$ cat config.mk
export PLATFORM = sky130hd
export DESIGN_NAME = euler_dcm_attitude_converter_unit
export DESIGN_NICKNAME = d
export VERILOG_FILES = /design/src/hdl/eudc_pkg.sv /design/src/hdl/eudc_cordic.sv /design/src/hdl/euler_dcm_attitude_converter_unit.sv
export SDC_FILE = /design/constraint.sdc
export NUM_CORES = 2
export LEC_CHECK = 0
export ABC_AREA = 1
export BUFFER_PORTS_ARGS = -buffer_cell sky130_fd_sc_hd__buf_2
export CAP_MARGIN = 20
export CORE_MARGIN = 5
export CORE_UTILIZATION = 59
export CTS_CLUSTER_SIZE = 16
export DETAILED_ROUTE_END_ITERATION = 8
export PLACE_DENSITY = 0.86
export SETUP_SLACK_MARGIN = 0.3
export SLEW_MARGIN = 20
export SYNTH_ARGS = -nofsm -noshare
export SYNTH_HDL_FRONTEND = slang
export SYNTH_HIERARCHICAL = 1
export SYNTH_SLANG_ARGS = --single-unit
$ cat constraint.sdc
create_clock -name i_clk -period 7.92 [get_ports i_clk]
set_clock_uncertainty 0.15 [all_clocks]
set_input_delay 1.584 -clock i_clk [delete_from_list [all_inputs] [get_ports i_clk]]
set_output_delay 1.584 -clock i_clk [all_outputs]
set_load 0.005 [all_outputs]
$ cat src/hdl/eudc_pkg.sv
// Shared constants, types and the arctangent table for the Euler/DCM attitude converter.
`timescale 1ns / 1ps
`default_nettype none

package eudc_pkg;

    // Stream widths
    localparam int IN_DW  = 104;  // 98 payload bits padded to whole bytes
    localparam int CMD_W  = 3;
    localparam int OUT_DW = 192;
    localparam int NROW   = 3;

    // CORDIC datapath
    localparam int CW    = 34;    // x / y width
    localparam int ZW    = 24;    // angle accumulator width, radians * 2^20
    localparam int ITER  = 20;
    localparam int IW    = 5;
    localparam int MW    = 23;    // multiplier operand width
    localparam int PW    = 2 * MW;
    localparam int AW    = 64;    // matrix term accumulator

    localparam logic signed [ZW-1:0] PI_Q20      = 24'sd3294199;
    localparam logic signed [ZW-1:0] HALF_PI_Q20 = 24'sd1647099;
    localparam logic signed [CW-1:0] CORDIC_K30  = 34'sd652032874;

    // Command codes
    typedef enum logic [CMD_W-1:0] {
        CMD_ROW   = 3'd0,
        CMD_COL   = 3'd1,
        CMD_ALL   = 3'd2,
        CMD_ROLL  = 3'd3,
        CMD_PITCH = 3'd4,
        CMD_YAW   = 3'd5
    } t_cmd;

    // Request into the CORDIC unit
    typedef struct packed {
        logic                 start;
        logic                 vect;   // 1: vectoring (atan2), 0: rotation (sin/cos)
        logic signed [15:0]   ang;
        logic signed [CW-1:0] x;
        logic signed [CW-1:0] y;
    } t_cor_req;

    // Result from the CORDIC unit
    typedef struct packed {
        logic                 done;
        logic signed [MW-1:0] cos_v;
        logic signed [MW-1:0] sin_v;
        logic signed [ZW-1:0] z;
    } t_cor_rsp;

    // atan(2^-i) in radians * 2^20
    function automatic logic signed [ZW-1:0] atan_tab(input logic [IW-1:0] i);
        logic signed [ZW-1:0] v;
        case (i)
            5'd0:    v = 24'sd823550;
            5'd1:    v = 24'sd486170;
            5'd2:    v = 24'sd256879;
            5'd3:    v = 24'sd130396;
            5'd4:    v = 24'sd65451;
            5'd5:    v = 24'sd32757;
            5'd6:    v = 24'sd16383;
            5'd7:    v = 24'sd8192;
            5'd8:    v = 24'sd4096;
            5'd9:    v = 24'sd2048;
            5'd10:   v = 24'sd1024;
            5'd11:   v = 24'sd512;
            5'd12:   v = 24'sd256;
            5'd13:   v = 24'sd128;
            5'd14:   v = 24'sd64;
            5'd15:   v = 24'sd32;
            5'd16:   v = 24'sd16;
            5'd17:   v = 24'sd8;
            5'd18:   v = 24'sd4;
            5'd19:   v = 24'sd2;
            default: v = '0;
        endcase
        return v;
    endfunction

endpackage

`default_nettype wire

$ cat src/hdl/eudc_cordic.sv
// Iterative CORDIC: rotation mode for sin/cos, vectoring mode for atan2, one step per cycle.
`timescale 1ns / 1ps
`default_nettype none

module eudc_cordic (
    input  wire                 i_clk,
    input  wire                 i_rst_n,
    input  eudc_pkg::t_cor_req  i_req,
    output eudc_pkg::t_cor_rsp  o_rsp
);

    logic                           r_busy;
    logic                           r_done;
    logic                           r_vect;
    logic                           r_neg;
    logic                           r_zero;
    logic [eudc_pkg::IW-1:0]        r_i;
    logic signed [eudc_pkg::CW-1:0] r_x;
    logic signed [eudc_pkg::CW-1:0] r_y;
    logic signed [eudc_pkg::ZW-1:0] r_z;

    logic signed [eudc_pkg::CW-1:0] dx;
    logic signed [eudc_pkg::CW-1:0] dy;
    logic signed [eudc_pkg::ZW-1:0] at;
    logic                           dir;
    logic signed [eudc_pkg::ZW-1:0] z_rot;
    logic signed [eudc_pkg::CW-1:0] x_rnd;
    logic signed [eudc_pkg::CW-1:0] y_rnd;
    logic signed [eudc_pkg::MW-1:0] c_v;
    logic signed [eudc_pkg::MW-1:0] s_v;

    // shift and table for the current step
    assign dx  = r_y >>> r_i;
    assign dy  = r_x >>> r_i;
    assign at  = eudc_pkg::atan_tab(r_i);
    // dir: x -= dx, y += dy, z -= atan
    assign dir = r_vect ? !(r_y > 0) : (r_z >= 0);

    // input angle scaled to radians * 2^20
    assign z_rot = {{(eudc_pkg::ZW-16){i_req.ang[15]}}, i_req.ang} <<< 7;

    always_ff @(posedge i_clk) begin
        if (!i_rst_n) begin
            r_busy <= 1'b0;
            r_done <= 1'b0;
            r_i    <= '0;
        end else begin
            r_done <= 1'b0;
            if (i_req.start) begin
                r_busy <= 1'b1;
                r_i    <= '0;
                r_vect <= i_req.vect;
                r_zero <= i_req.vect && (i_req.x == 0) && (i_req.y == 0);
                if (i_req.vect) begin
                    // fold left half plane onto the right
                    r_neg <= 1'b0;
                    if (i_req.x < 0) begin
                        r_x <= -i_req.x;
                        r_y <= -i_req.y;
                        r_z <= (i_req.y >= 0) ? eudc_pkg::PI_Q20 : -eudc_pkg::PI_Q20;
                    end else begin
                        r_x <= i_req.x;
                        r_y <= i_req.y;
                        r_z <= '0;
                    end
                end else begin
                    // fold angle into [-pi/2, pi/2], negate results later
                    r_x <= eudc_pkg::CORDIC_K30;
                    r_y <= '0;
                    if (z_rot > eudc_pkg::HALF_PI_Q20) begin
                        r_z   <= z_rot - eudc_pkg::PI_Q20;
                        r_neg <= 1'b1;
                    end else if (z_rot < -eudc_pkg::HALF_PI_Q20) begin
                        r_z   <= z_rot + eudc_pkg::PI_Q20;
                        r_neg <= 1'b1;
                    end else begin
                        r_z   <= z_rot;
                        r_neg <= 1'b0;
                    end
                end
            end else if (r_busy) begin
                if (dir) begin
                    r_x <= r_x - dx;
                    r_y <= r_y + dy;
                    r_z <= r_z - at;
                end else begin
                    r_x <= r_x + dx;
                    r_y <= r_y - dy;
                    r_z <= r_z + at;
                end
                r_i <= r_i + 1'b1;
                if (r_i == eudc_pkg::IW'(eudc_pkg::ITER - 1)) begin
                    r_busy <= 1'b0;
                    r_done <= 1'b1;
                end
            end
        end
    end

    // round to 2^20 and undo the fold
    assign x_rnd = (r_x + 34'sd512) >>> 10;
    assign y_rnd = (r_y + 34'sd512) >>> 10;
    assign c_v   = r_neg ? -x_rnd[eudc_pkg::MW-1:0] : x_rnd[eudc_pkg::MW-1:0];
    assign s_v   = r_neg ? -y_rnd[eudc_pkg::MW-1:0] : y_rnd[eudc_pkg::MW-1:0];

    assign o_rsp.done  = r_done;
    assign o_rsp.cos_v = c_v;
    assign o_rsp.sin_v = s_v;
    assign o_rsp.z     = r_zero ? '0 : r_z;

    // checks
    a_no_start_busy: assert property (@(posedge i_clk) disable iff (!i_rst_n)
        i_req.start |-> !r_busy)
        else $error("cordic started while busy");
    a_done_after_busy: assert property (@(posedge i_clk) disable iff (!i_rst_n)
        r_done |-> $past(r_busy))
        else $error("cordic done without run");
    a_done_pulse: assert property (@(posedge i_clk) disable iff (!i_rst_n)
        r_done |=> !r_done)
        else $error("cordic done longer than a cycle");

endmodule

`default_nettype wire

$ cat src/hdl/euler_dcm_attitude_converter_unit.sv
// Top level: ZYX Euler angle / direction cosine matrix attitude converter.
//
// Input stream (s_axis): one item is a command in tuser and the row, angle
// and matrix fields in tdata. Output stream (m_axis): one item per input,
// the current roll, pitch, yaw and the nine matrix entries after the command.
// Angle commands rebuild the matrix: three CORDIC sin/cos runs, then the
// multiply-accumulate steps on a shared 23x23 multiplier. Row and column
// writes extract the angles: two CORDIC atan2 runs, a squaring, a square
// root and a third atan2. Unused commands and row index three give a
// result the cycle after acceptance. The CORDIC unit steps one iteration
// a cycle.
// One item is in work at a time: tready is low from acceptance until the
// result is taken. The result holds on tdata while the receiver stalls.
// Reset sets all angles to zero and the matrix to identity.
`timescale 1ns / 1ps
`default_nettype none

module euler_dcm_attitude_converter_unit (
    input  wire                           i_clk,
    input  wire                           i_rst_n,
    input  wire                           i_s_axis_tvalid,
    output logic                          o_s_axis_tready,
    // row_index[1:0], elem_a[17:2], elem_b[33:18], elem_c[49:34],
    // roll_in[65:50], pitch_in[81:66], yaw_in[97:82], zero pad above
    input  wire  [eudc_pkg::IN_DW-1:0]    i_s_axis_tdata,
    // cmd[2:0]
    input  wire  [eudc_pkg::CMD_W-1:0]    i_s_axis_tuser,
    output logic                          o_m_axis_tvalid,
    input  wire                           i_m_axis_tready,
    // roll_out, pitch_out, yaw_out, m00, m01, m02, m10, m11, m12, m20, m21,
    // m22, 16 bits each from bit 0 up
    output logic [eudc_pkg::OUT_DW-1:0]   o_m_axis_tdata
);

    typedef enum logic [3:0] {
        S_IDLE, S_TRS, S_TRW, S_MAT, S_EXS, S_EXW, S_SQ, S_SQL, S_SQRT, S_OUT
    } t_state;

    typedef enum logic [3:0] {
        SRC_SR, SRC_CR, SRC_SP, SRC_CP, SRC_SY, SRC_CY, SRC_ONE, SRC_QHI, SRC_PLO
    } t_src;

    typedef enum logic [1:0] {MD_NONE, MD_S0, MD_S20, MD_S21} t_mode;

    typedef struct packed {
        t_src       asel;
        t_src       bsel;
        t_mode      mode;
        logic       neg;
        logic       save;
        logic       wr;
        logic [3:0] widx;
    } t_mstep;

    localparam int RTW = 29;   // square root result width
    localparam int RNW = 57;   // square root radicand width

    // Matrix build program: one multiply per step, accumulate on the next step
    function automatic t_mstep mat_step(input logic [4:0] s);
        t_mstep m;
        case (s)
            5'd0:    m = '{SRC_CP,  SRC_CY,  MD_S20,  1'b0, 1'b0, 1'b0, 4'd0};
            5'd1:    m = '{SRC_CR,  SRC_SY,  MD_S20,  1'b1, 1'b0, 1'b1, 4'd0};
            5'd2:    m = '{SRC_SR,  SRC_SP,  MD_NONE, 1'b0, 1'b0, 1'b0, 4'd0};
            5'd3:    m = '{SRC_QHI, SRC_CY,  MD_S21,  1'b0, 1'b1, 1'b0, 4'd0};
            5'd4:    m = '{SRC_PLO, SRC_CY,  MD_S0,   1'b0, 1'b0, 1'b0, 4'd0};
            5'd5:    m = '{SRC_SR,  SRC_SY,  MD_S20,  1'b0, 1'b0, 1'b1, 4'd1};
            5'd6:    m = '{SRC_CR,  SRC_SP,  MD_NONE, 1'b0, 1'b0, 1'b0, 4'd0};
            5'd7:    m = '{SRC_QHI, SRC_CY,  MD_S21,  1'b0, 1'b1, 1'b0, 4'd0};
            5'd8:    m = '{SRC_PLO, SRC_CY,  MD_S0,   1'b0, 1'b0, 1'b0, 4'd0};
            5'd9:    m = '{SRC_CP,  SRC_SY,  MD_S20,  1'b0, 1'b0, 1'b1, 4'd2};
            5'd10:   m = '{SRC_CR,  SRC_CY,  MD_S20,  1'b0, 1'b0, 1'b1, 4'd3};
            5'd11:   m = '{SRC_SR,  SRC_SP,  MD_NONE, 1'b0, 1'b0, 1'b0, 4'd0};
            5'd12:   m = '{SRC_QHI, SRC_SY,  MD_S21,  1'b0, 1'b1, 1'b0, 4'd0};
            5'd13:   m = '{SRC_PLO, SRC_SY,  MD_S0,   1'b0, 1'b0, 1'b0, 4'd0};
            5'd14:   m = '{SRC_SR,  SRC_CY,  MD_S20,  1'b1, 1'b0, 1'b1, 4'd4};
            5'd15:   m = '{SRC_CR,  SRC_SP,  MD_NONE, 1'b0, 1'b0, 1'b0, 4'd0};
            5'd16:   m = '{SRC_QHI, SRC_SY,  MD_S21,  1'b0, 1'b1, 1'b0, 4'd0};
            5'd17:   m = '{SRC_PLO, SRC_SY,  MD_S0,   1'b0, 1'b0, 1'b0, 4'd0};
            5'd18:   m = '{SRC_SP,  SRC_ONE, MD_S20,  1'b1, 1'b0, 1'b1, 4'd5};
            5'd19:   m = '{SRC_SR,  SRC_CP,  MD_S20,  1'b0, 1'b0, 1'b1, 4'd6};
            5'd20:   m = '{SRC_CR,  SRC_CP,  MD_S20,  1'b0, 1'b0, 1'b1, 4'd7};
            default: m = '{SRC_ONE, SRC_ONE, MD_NONE, 1'b0, 1'b0, 1'b1, 4'd8};
        endcase
        return m;
    endfunction

    localparam logic [4:0] LAST_STEP = 5'd21;

    function automatic logic signed [15:0] sat16(input logic signed [17:0] v);
        logic signed [15:0] r;
        if (v > 18'sd32767)       r = 16'sh7FFF;
        else if (v < -18'sd32768) r = 16'sh8000;
        else                      r = v[15:0];
        return r;
    endfunction

    function automatic logic signed [15:0] to_q13(input logic signed [eudc_pkg::ZW-1:0] z);
        logic signed [eudc_pkg::ZW-1:0] t;
        t = z + 24'sd64;
        return sat16({t[eudc_pkg::ZW-1], t[eudc_pkg::ZW-1:7]});
    endfunction

    t_state                          r_state;
    logic [1:0]                      r_k;
    logic [4:0]                      r_step;
    logic signed [15:0]              r_ang [3];
    logic signed [15:0]              r_mat [9];
    logic signed [eudc_pkg::MW-1:0]  r_sr, r_cr, r_sp, r_cp, r_sy, r_cy;
    logic signed [eudc_pkg::PW-1:0]  r_q;
    logic [20:0]                     r_p;
    t_mode                           r_mode;
    logic                            r_neg;
    logic signed [eudc_pkg::AW-1:0]  r_acc;
    logic [RNW-1:0]                  r_rem;
    logic [RNW:0]                    r_root;
    logic [RNW-1:0]                  r_bit;

    logic                            accept;
    logic [2:0]                      in_cmd;
    logic [1:0]                      in_row;
    logic signed [15:0]              in_el [3];
    logic signed [15:0]              in_ang [3];
    t_mstep                          ms;
    logic signed [eudc_pkg::MW-1:0]  mul_a, mul_b;
    logic signed [eudc_pkg::AW-1:0]  addend;
    logic signed [eudc_pkg::AW-1:0]  n_acc;
    logic signed [eudc_pkg::AW-1:0]  acc_rnd;
    logic signed [15:0]              vsat;
    logic [RTW-1:0]                  nv;
    logic [RNW:0]                    trial;
    eudc_pkg::t_cor_req              cor_req;
    eudc_pkg::t_cor_rsp              cor_rsp;

    // input unpacking
    assign accept    = i_s_axis_tvalid && o_s_axis_tready;
    assign in_cmd    = i_s_axis_tuser;
    assign in_row    = i_s_axis_tdata[1:0];
    assign in_el[0]  = i_s_axis_tdata[17:2];
    assign in_el[1]  = i_s_axis_tdata[33:18];
    assign in_el[2]  = i_s_axis_tdata[49:34];
    assign in_ang[0] = i_s_axis_tdata[65:50];
    assign in_ang[1] = i_s_axis_tdata[81:66];
    assign in_ang[2] = i_s_axis_tdata[97:82];

    assign o_s_axis_tready = (r_state == S_IDLE);
    assign o_m_axis_tvalid = (r_state == S_OUT);
    assign o_m_axis_tdata  = {r_mat[8], r_mat[7], r_mat[6], r_mat[5], r_mat[4], r_mat[3],
                              r_mat[2], r_mat[1], r_mat[0], r_ang[2], r_ang[1], r_ang[0]};

    // shared multiplier operand select
    function automatic logic signed [eudc_pkg::MW-1:0] src_val(
        input t_src s, input logic signed [eudc_pkg::MW-1:0] sr,
        input logic signed [eudc_pkg::MW-1:0] cr, input logic signed [eudc_pkg::MW-1:0] sp,
        input logic signed [eudc_pkg::MW-1:0] cp, input logic signed [eudc_pkg::MW-1:0] sy,
        input logic signed [eudc_pkg::MW-1:0] cy, input logic signed [eudc_pkg::PW-1:0] q,
        input logic [20:0] p);
        logic signed [eudc_pkg::MW-1:0] v;
        case (s)
            SRC_SR:  v = sr;
            SRC_CR:  v = cr;
            SRC_SP:  v = sp;
            SRC_CP:  v = cp;
            SRC_SY:  v = sy;
            SRC_CY:  v = cy;
            SRC_QHI: v = q[43:21];
            SRC_PLO: v = {2'b00, p};
            default: v = 23'sd1 <<< 20;
        endcase
        return v;
    endfunction

    assign ms   = mat_step(r_step);
    assign vsat = (r_mat[6] > 16'sd16384)  ?  16'sd16384 :
                  (r_mat[6] < -16'sd16384) ? -16'sd16384 : r_mat[6];

    always_comb begin
        if (r_state == S_SQ) begin
            mul_a = {{(eudc_pkg::MW-16){vsat[15]}}, vsat};
            mul_b = {{(eudc_pkg::MW-16){vsat[15]}}, vsat};
        end else begin
            mul_a = src_val(ms.asel, r_sr, r_cr, r_sp, r_cp, r_sy, r_cy, r_q, r_p);
            mul_b = src_val(ms.bsel, r_sr, r_cr, r_sp, r_cp, r_sy, r_cy, r_q, r_p);
        end
    end

    // accumulate the product of the previous step
    always_comb begin
        case (r_mode)
            MD_S0:   addend = eudc_pkg::AW'(r_q);
            MD_S20:  addend = eudc_pkg::AW'(r_q) <<< 20;
            MD_S21:  addend = eudc_pkg::AW'(r_q) <<< 21;
            default: addend = '0;
        endcase
        n_acc   = r_neg ? (r_acc - addend) : (r_acc + addend);
        acc_rnd = (n_acc + (64'sd1 <<< 45)) >>> 46;
    end

    // square root step
    assign nv    = 29'h1000_0000 - r_q[RTW-1:0];
    assign trial = r_root + {1'b0, r_bit};

    // CORDIC requests
    always_comb begin
        cor_req.start = (r_state == S_TRS) || (r_state == S_EXS);
        cor_req.vect  = (r_state == S_EXS);
        cor_req.ang   = r_ang[r_k];
        case (r_k)
            2'd0: begin
                cor_req.x = {{(eudc_pkg::CW-30){r_mat[8][15]}}, r_mat[8], 14'b0};
                cor_req.y = {{(eudc_pkg::CW-30){r_mat[7][15]}}, r_mat[7], 14'b0};
            end
            2'd1: begin
                cor_req.x = {{(eudc_pkg::CW-30){r_mat[0][15]}}, r_mat[0], 14'b0};
                cor_req.y = {{(eudc_pkg::CW-30){r_mat[3][15]}}, r_mat[3], 14'b0};
            end
            default: begin
                cor_req.x = {{(eudc_pkg::CW-RTW){1'b0}}, r_root[RTW-1:0]};
                cor_req.y = {{(eudc_pkg::CW-30){vsat[15]}}, vsat, 14'b0};
            end
        endcase
    end

    eudc_cordic u_cordic (
        .i_clk   (i_clk),
        .i_rst_n (i_rst_n),
        .i_req   (cor_req),
        .o_rsp   (cor_rsp)
    );

    // sequencer and state
    always_ff @(posedge i_clk) begin
        if (!i_rst_n) begin
            r_state <= S_IDLE;
            r_k     <= '0;
            r_step  <= '0;
            r_mode  <= MD_NONE;
            r_neg   <= 1'b0;
            r_acc   <= '0;
            for (int i = 0; i < 3; i++) r_ang[i] <= '0;
            for (int e = 0; e < 9; e++) r_mat[e] <= (e % 4 == 0) ? 16'sd16384 : 16'sd0;
        end else begin
            r_q    <= mul_a * mul_b;
            r_mode <= MD_NONE;
            r_neg  <= 1'b0;
            r_acc  <= '0;
            case (r_state)
                S_IDLE: begin
                    if (accept) begin
                        r_k <= '0;
                        if ((in_cmd == eudc_pkg::CMD_ROW || in_cmd == eudc_pkg::CMD_COL)
                            && in_row != 2'(eudc_pkg::NROW)) begin
                            for (int e = 0; e < 9; e++) begin
                                if (in_cmd == eudc_pkg::CMD_ROW && in_row == 2'(e / 3))
                                    r_mat[e] <= in_el[e % 3];
                                if (in_cmd == eudc_pkg::CMD_COL && in_row == 2'(e % 3))
                                    r_mat[e] <= in_el[e / 3];
                            end
                            r_state <= S_EXS;
                        end else if (in_cmd == eudc_pkg::CMD_ALL ||
                                     in_cmd == eudc_pkg::CMD_ROLL ||
                                     in_cmd == eudc_pkg::CMD_PITCH ||
                                     in_cmd == eudc_pkg::CMD_YAW) begin
                            if (in_cmd == eudc_pkg::CMD_ALL || in_cmd == eudc_pkg::CMD_ROLL)
                                r_ang[0] <= in_ang[0];
                            if (in_cmd == eudc_pkg::CMD_ALL || in_cmd == eudc_pkg::CMD_PITCH)
                                r_ang[1] <= in_ang[1];
                            if (in_cmd == eudc_pkg::CMD_ALL || in_cmd == eudc_pkg::CMD_YAW)
                                r_ang[2] <= in_ang[2];
                            r_state <= S_TRS;
                        end else begin
                            r_state <= S_OUT;
                        end
                    end
                end
                // sin/cos of each angle in turn
                S_TRS: r_state <= S_TRW;
                S_TRW: begin
                    if (cor_rsp.done) begin
                        case (r_k)
                            2'd0: begin r_sr <= cor_rsp.sin_v; r_cr <= cor_rsp.cos_v; end
                            2'd1: begin r_sp <= cor_rsp.sin_v; r_cp <= cor_rsp.cos_v; end
                            default: begin r_sy <= cor_rsp.sin_v; r_cy <= cor_rsp.cos_v; end
                        endcase
                        if (r_k == 2'd2) begin
                            r_step  <= '0;
                            r_state <= S_MAT;
                        end else begin
                            r_k     <= r_k + 1'b1;
                            r_state <= S_TRS;
                        end
                    end
                end
                // matrix terms on the shared multiplier
                S_MAT: begin
                    r_mode <= ms.mode;
                    r_neg  <= ms.neg;
                    if (ms.save) r_p <= r_q[20:0];
                    if (ms.wr) begin
                        r_mat[ms.widx] <= sat16(acc_rnd[17:0]);
                        r_acc          <= '0;
                    end else begin
                        r_acc <= n_acc;
                    end
                    if (r_step == LAST_STEP) r_state <= S_OUT;
                    r_step <= r_step + 1'b1;
                end
                // atan2 runs: roll, yaw, then pitch through asin
                S_EXS: r_state <= S_EXW;
                S_EXW: begin
                    if (cor_rsp.done) begin
                        case (r_k)
                            2'd0: begin
                                r_ang[0] <= to_q13(cor_rsp.z);
                                r_k      <= 2'd1;
                                r_state  <= S_EXS;
                            end
                            2'd1: begin
                                r_ang[2] <= to_q13(cor_rsp.z);
                                r_state  <= S_SQ;
                            end
                            default: begin
                                r_ang[1] <= to_q13(-cor_rsp.z);
                                r_state  <= S_OUT;
                            end
                        endcase
                    end
                end
                S_SQ: r_state <= S_SQL;
                S_SQL: begin
                    r_rem   <= {nv, 28'b0};
                    r_root  <= '0;
                    r_bit   <= RNW'(1) << (RNW - 1);
                    r_state <= S_SQRT;
                end
                S_SQRT: begin
                    if (r_bit == '0) begin
                        r_k     <= 2'd2;
                        r_state <= S_EXS;
                    end else begin
                        if ({1'b0, r_rem} >= trial) begin
                            r_rem  <= r_rem - trial[RNW-1:0];
                            r_root <= (r_root >> 1) + {1'b0, r_bit};
                        end else begin
                            r_root <= r_root >> 1;
                        end
                        r_bit <= r_bit >> 2;
                    end
                end
                S_OUT: begin
                    if (i_m_axis_tready) r_state <= S_IDLE;
                end
                default: r_state <= S_IDLE;
            endcase
        end
    end

    // checks
    a_one_in_flight: assert property (@(posedge i_clk) disable iff (!i_rst_n)
        o_m_axis_tvalid |-> !o_s_axis_tready)
        else $error("input taken while a result waits");
    a_busy_after_accept: assert property (@(posedge i_clk) disable iff (!i_rst_n)
        accept |=> (r_state != S_IDLE))
        else $error("sequencer idle right after accept");
    a_done_when_waiting: assert property (@(posedge i_clk) disable iff (!i_rst_n)
        cor_rsp.done |-> (r_state == S_TRW || r_state == S_EXW))
        else $error("cordic result with no consumer");
    a_result_holds: assert property (@(posedge i_clk) disable iff (!i_rst_n)
        (o_m_axis_tvalid && !i_m_axis_tready) |=> $stable(o_m_axis_tdata))
        else $error("result changed while stalled");

endmodule

`default_nettype wire

==> flow_summary.toml <==
[clock_network]
clockRootBuffer = "clkbuf_16"
cts_buffers = 94
ctsHoldBuffers = 0
cts.sink_count = 759
h-tree-depth = 3
clk_path_buf_depth = 3
clk_latency_ps = 760
cts_tree = "done"
clkTransAtPathRegs_ps = 60

[detailed_routing]
drt-initial-drc-count = 12450
ant_nets = 0
wl_per_cell_um = 24.20
first_pass_iters = 9
vias = 91900
wirelength_um = 360400
post-route-drc-count = 23
routed_via_density = 6.170

[sta]
rsz0062_at_grt = "yes"
setup_violations = 35
fin_tns_setup_ps = -29350
period_needed_ps = 9243
fin_ws_ps = -1323
drv_slew = 0
fmax_mhz = 108.2
period_share_pct = 116.7
slew_headroom_pct = 17.63
tightest_slew_ps = 1223
hold_viol_final = 0

[finish]
seq_area_um2 = 21570
multiInputGateArea_um2 = 56840
layout-drive-gt1-share_pct = 13.79
fill_cells = 11910
fin_cells = 14890
nets = 13990
fin_area_um2 = 100100
area_delta_synth_final_pct = 16.48

[synthesis]
ys.warnings.count = 6
syn_inst = 12070
synth_top_cell_area_share_pct = 22.23
yosys.area.top_type = "edfxtp_1"
synthTopCellsByArea = "edfxtp_1 (22%), fa_1 (13%), nand2_1 (13%), inv_1 (9.0%), ha_1 (6.3%)"
synthFlopType = "edfxtp_1"
synth_cell_types = 73
async_flop_share_pct = 0
synth_area_per_cell_um2 = 7.118
synth_edf_count = 636
yosysSeqAreaShare_pct = 25.10
synth-seq-cells = 759
mappedNetlistArea_um2 = 85910

[setup_path]
reg2regPathDepth = 37
r2r_slack_ps = -1320
critPathMaxStageDelay_ps = 680
worstPathMaxFanout = 6
r2r-start = "r_mat[6][9]$_DFFE_PP_"
cpMaxStageDelayCell = "ha_1"
r2r_end = "r_q[44]$_DFFE_PP_"
cp.arrival_ps = 9530
crit_end = "r_q[44]$_DFFE_PP_"
path_common_cell = "fa_1"
required_ps = 8210
crit_type = "flop to flop"
start_kind = "flop"
endpoint_kind = "flop"
cp-startpoint = "r_mat[6][9]$_DFFE_PP_"

[floorplan]
coreArea_um2 = 145200
ios = 305
rows = 140
die_w_um = 391.6
die_y_um = 391.6
initial_core_util_pct = 59.16
die-area_um2 = 153300

[placement]
place_area_um2 = 93900
hpwlAfterDp_um = 274300
io_buffer_count = 298
place.gp.congestion = 1.067
preCtsSetupSlack_ps = -1079
dpl.cell_count = 14590

[outcome]
violations = "DRC, setup timing"
status = "finished with violations"

[global_route]
overflow = 0
antenna_found_initial = 19
grt_max_degree = 71
grt_pass1_vias = 88230
grt_usage_pct = 45.05
grt_pass1_wl_um = 526300

[job]
drv_cap = 0

[worst_hold_path]
min_path_type = "flop to flop"
[worst min path at each step]
stage | to | slack, ps | start | depth (start not counted)
6_report | r_neg$_SDFF_PN0_ | 260 | ms[6]$_DFF_P_ | 2
5_1_grt | r_neg$_SDFF_PN0_ | 280 | ms[6]$_DFF_P_ | 2
4_1_cts | r_neg$_SDFF_PN0_ | 260 | ms[6]$_DFF_P_ | 2
3_5_place_dp | r_neg$_SDFF_PN0_ | 260 | ms[6]$_DFF_P_ | 2
3_3_place_gp | r_mode[1]$_SDFF_PN0_ | 250 | ms[8]$_DFF_P_ | 2
2_1_floorplan | r_mode[0]$_SDFF_PN0_ | 240 | ms[7]$_DFF_P_ | 2
[flip-flops by register name (all words and copies together) (netlist names), 4 cells and up, named ones only]
signal        count
u_cordic/r_z     24
r_sp             23
u_cordic/r_x     34
r_bit            29
r_rem            57
r_cr             23
u_cordic/at      20
r_root           58
r_acc            64
r_ang            48
ms               16
r_p              21
r_cy             23
u_cordic/r_i      5
r_q              46
r_sr             23
u_cordic/r_y     34
r_mat           144
r_cp             23
r_sy             23
r_step            5
r_state           4
[routing by layer]
metal / GRT usage [%] / vias up / share of wire (%)
met3: 13.72 / 1756 / 13
li1: - / 40650 / -
met4: 30.45 / 22 / 9.0
met2: 68.83 / 6623 / 42
met1: 54.90 / 42850 / 35
met5: 0.9250 / - / 0.16
[cell type report]
type	instances	share of cell area, %
clock buffer	105	2.465
tap	1917	2.397
inverter	2094	7.976
sequential	759	21.56
clock inverter	71	0.8415
timing repair inverter	1	0.006252
multi-input combinational	8883	56.81
timing repair buffer	1044	7.900
antenna	20	0.05002
[kinds of logic (layout without fill, tap and decap cells)]
group | Yosys count | in the layout | share of synthesized area [%]
xor+xnor | 484 | 484 | 4.952
compound gates | 1954 | 1954 | 13.16
flops | 759 | 759 | 25.10
fa+ha+maj | 1005 | 1005 | 19.63
simple gates | 5410 | 5410 | 26.12
other cells | 1 | 50 | 0.004365
buf+inv | 2456 | 3315 | 11.04
[timing repair]
action                                  4_1_cts  5_1_grt
endpoints found under the setup margin       32      209
buffers inserted                             71       37
resized for setup                           365      110
pin swaps                                   155       71
cloned                                        4        1
[cells in the mapped netlist (8+ instances only)]
library cell	n
nor3_1	172
and2_1	12
buf_6	16
a211oi_1	13
nor4_1	52
a21oi_1	640
buf_4	25
xor2_1	330
dfxtp_1	123
o2111ai_1	28
o21a_1	29
nand2_1	2959
inv_1	2058
a22oi_1	32
a21boi_0	16
a31oi_1	78
edfxtp_1	636
clkinv_1	19
o21ai_1	119
nand3b_1	31
clkbuf_1	266
xnor2_1	152
buf_1	18
fa_1	571
nand3_1	658
o221ai_1	16
o22ai_1	65
nand2_2	24
nor2_1	1261
o21bai_1	22
inv_2	15
and3_1	8
o32ai_1	8
a21o_1	28
o31ai_1	30
ha_1	434
o21ai_0	612
a221oi_1	71
buf_2	37
o211ai_1	98
or2_2	67
nor2_2	19
a31o_2	9
nand4_1	110
nor3_2	12
[stage by stage]
stage	utilization, %	hold WS, ps
floorplan	-	243.6
global placement	64.66	249.0
detailed placement	64.66	256.8
CTS	68.38	262.2
global route	68.89	283.6
finish	68.91	261.7
[layout by cell type (no fill, tap or decap), types with 77 or more instances in the layout]
cell,n
ha_1,400
a31oi_1,77
nor3_1,155
dfxtp_1,114
nor2_1,1214
fa_1,539
xnor2_1,147
edfxtp_1,636
o211ai_1,98
nand2_1,2896
clkbuf_16,97
inv_1,1981
o21ai_1,115
xor2_1,326
a21oi_1,600
nand3_1,655
buf_4,648
buf_2,298
nand4_1,110
o21ai_0,580
[critical path: cells and delay by family (launching register included)]
family                   cells  cell delay [ps]
AO/OA/AOI/OAI                6              910
AND/OR/NAND/NOR             10             1420
flip-flops                   1              400
buffers and inverters       12             1510
adder cells (fa/ha/maj)      8             4430
XOR/XNOR                     1               90
Power is not shown: default switching activity piles up to over one toggle a cycle in this logic, so the estimate is an artifact.
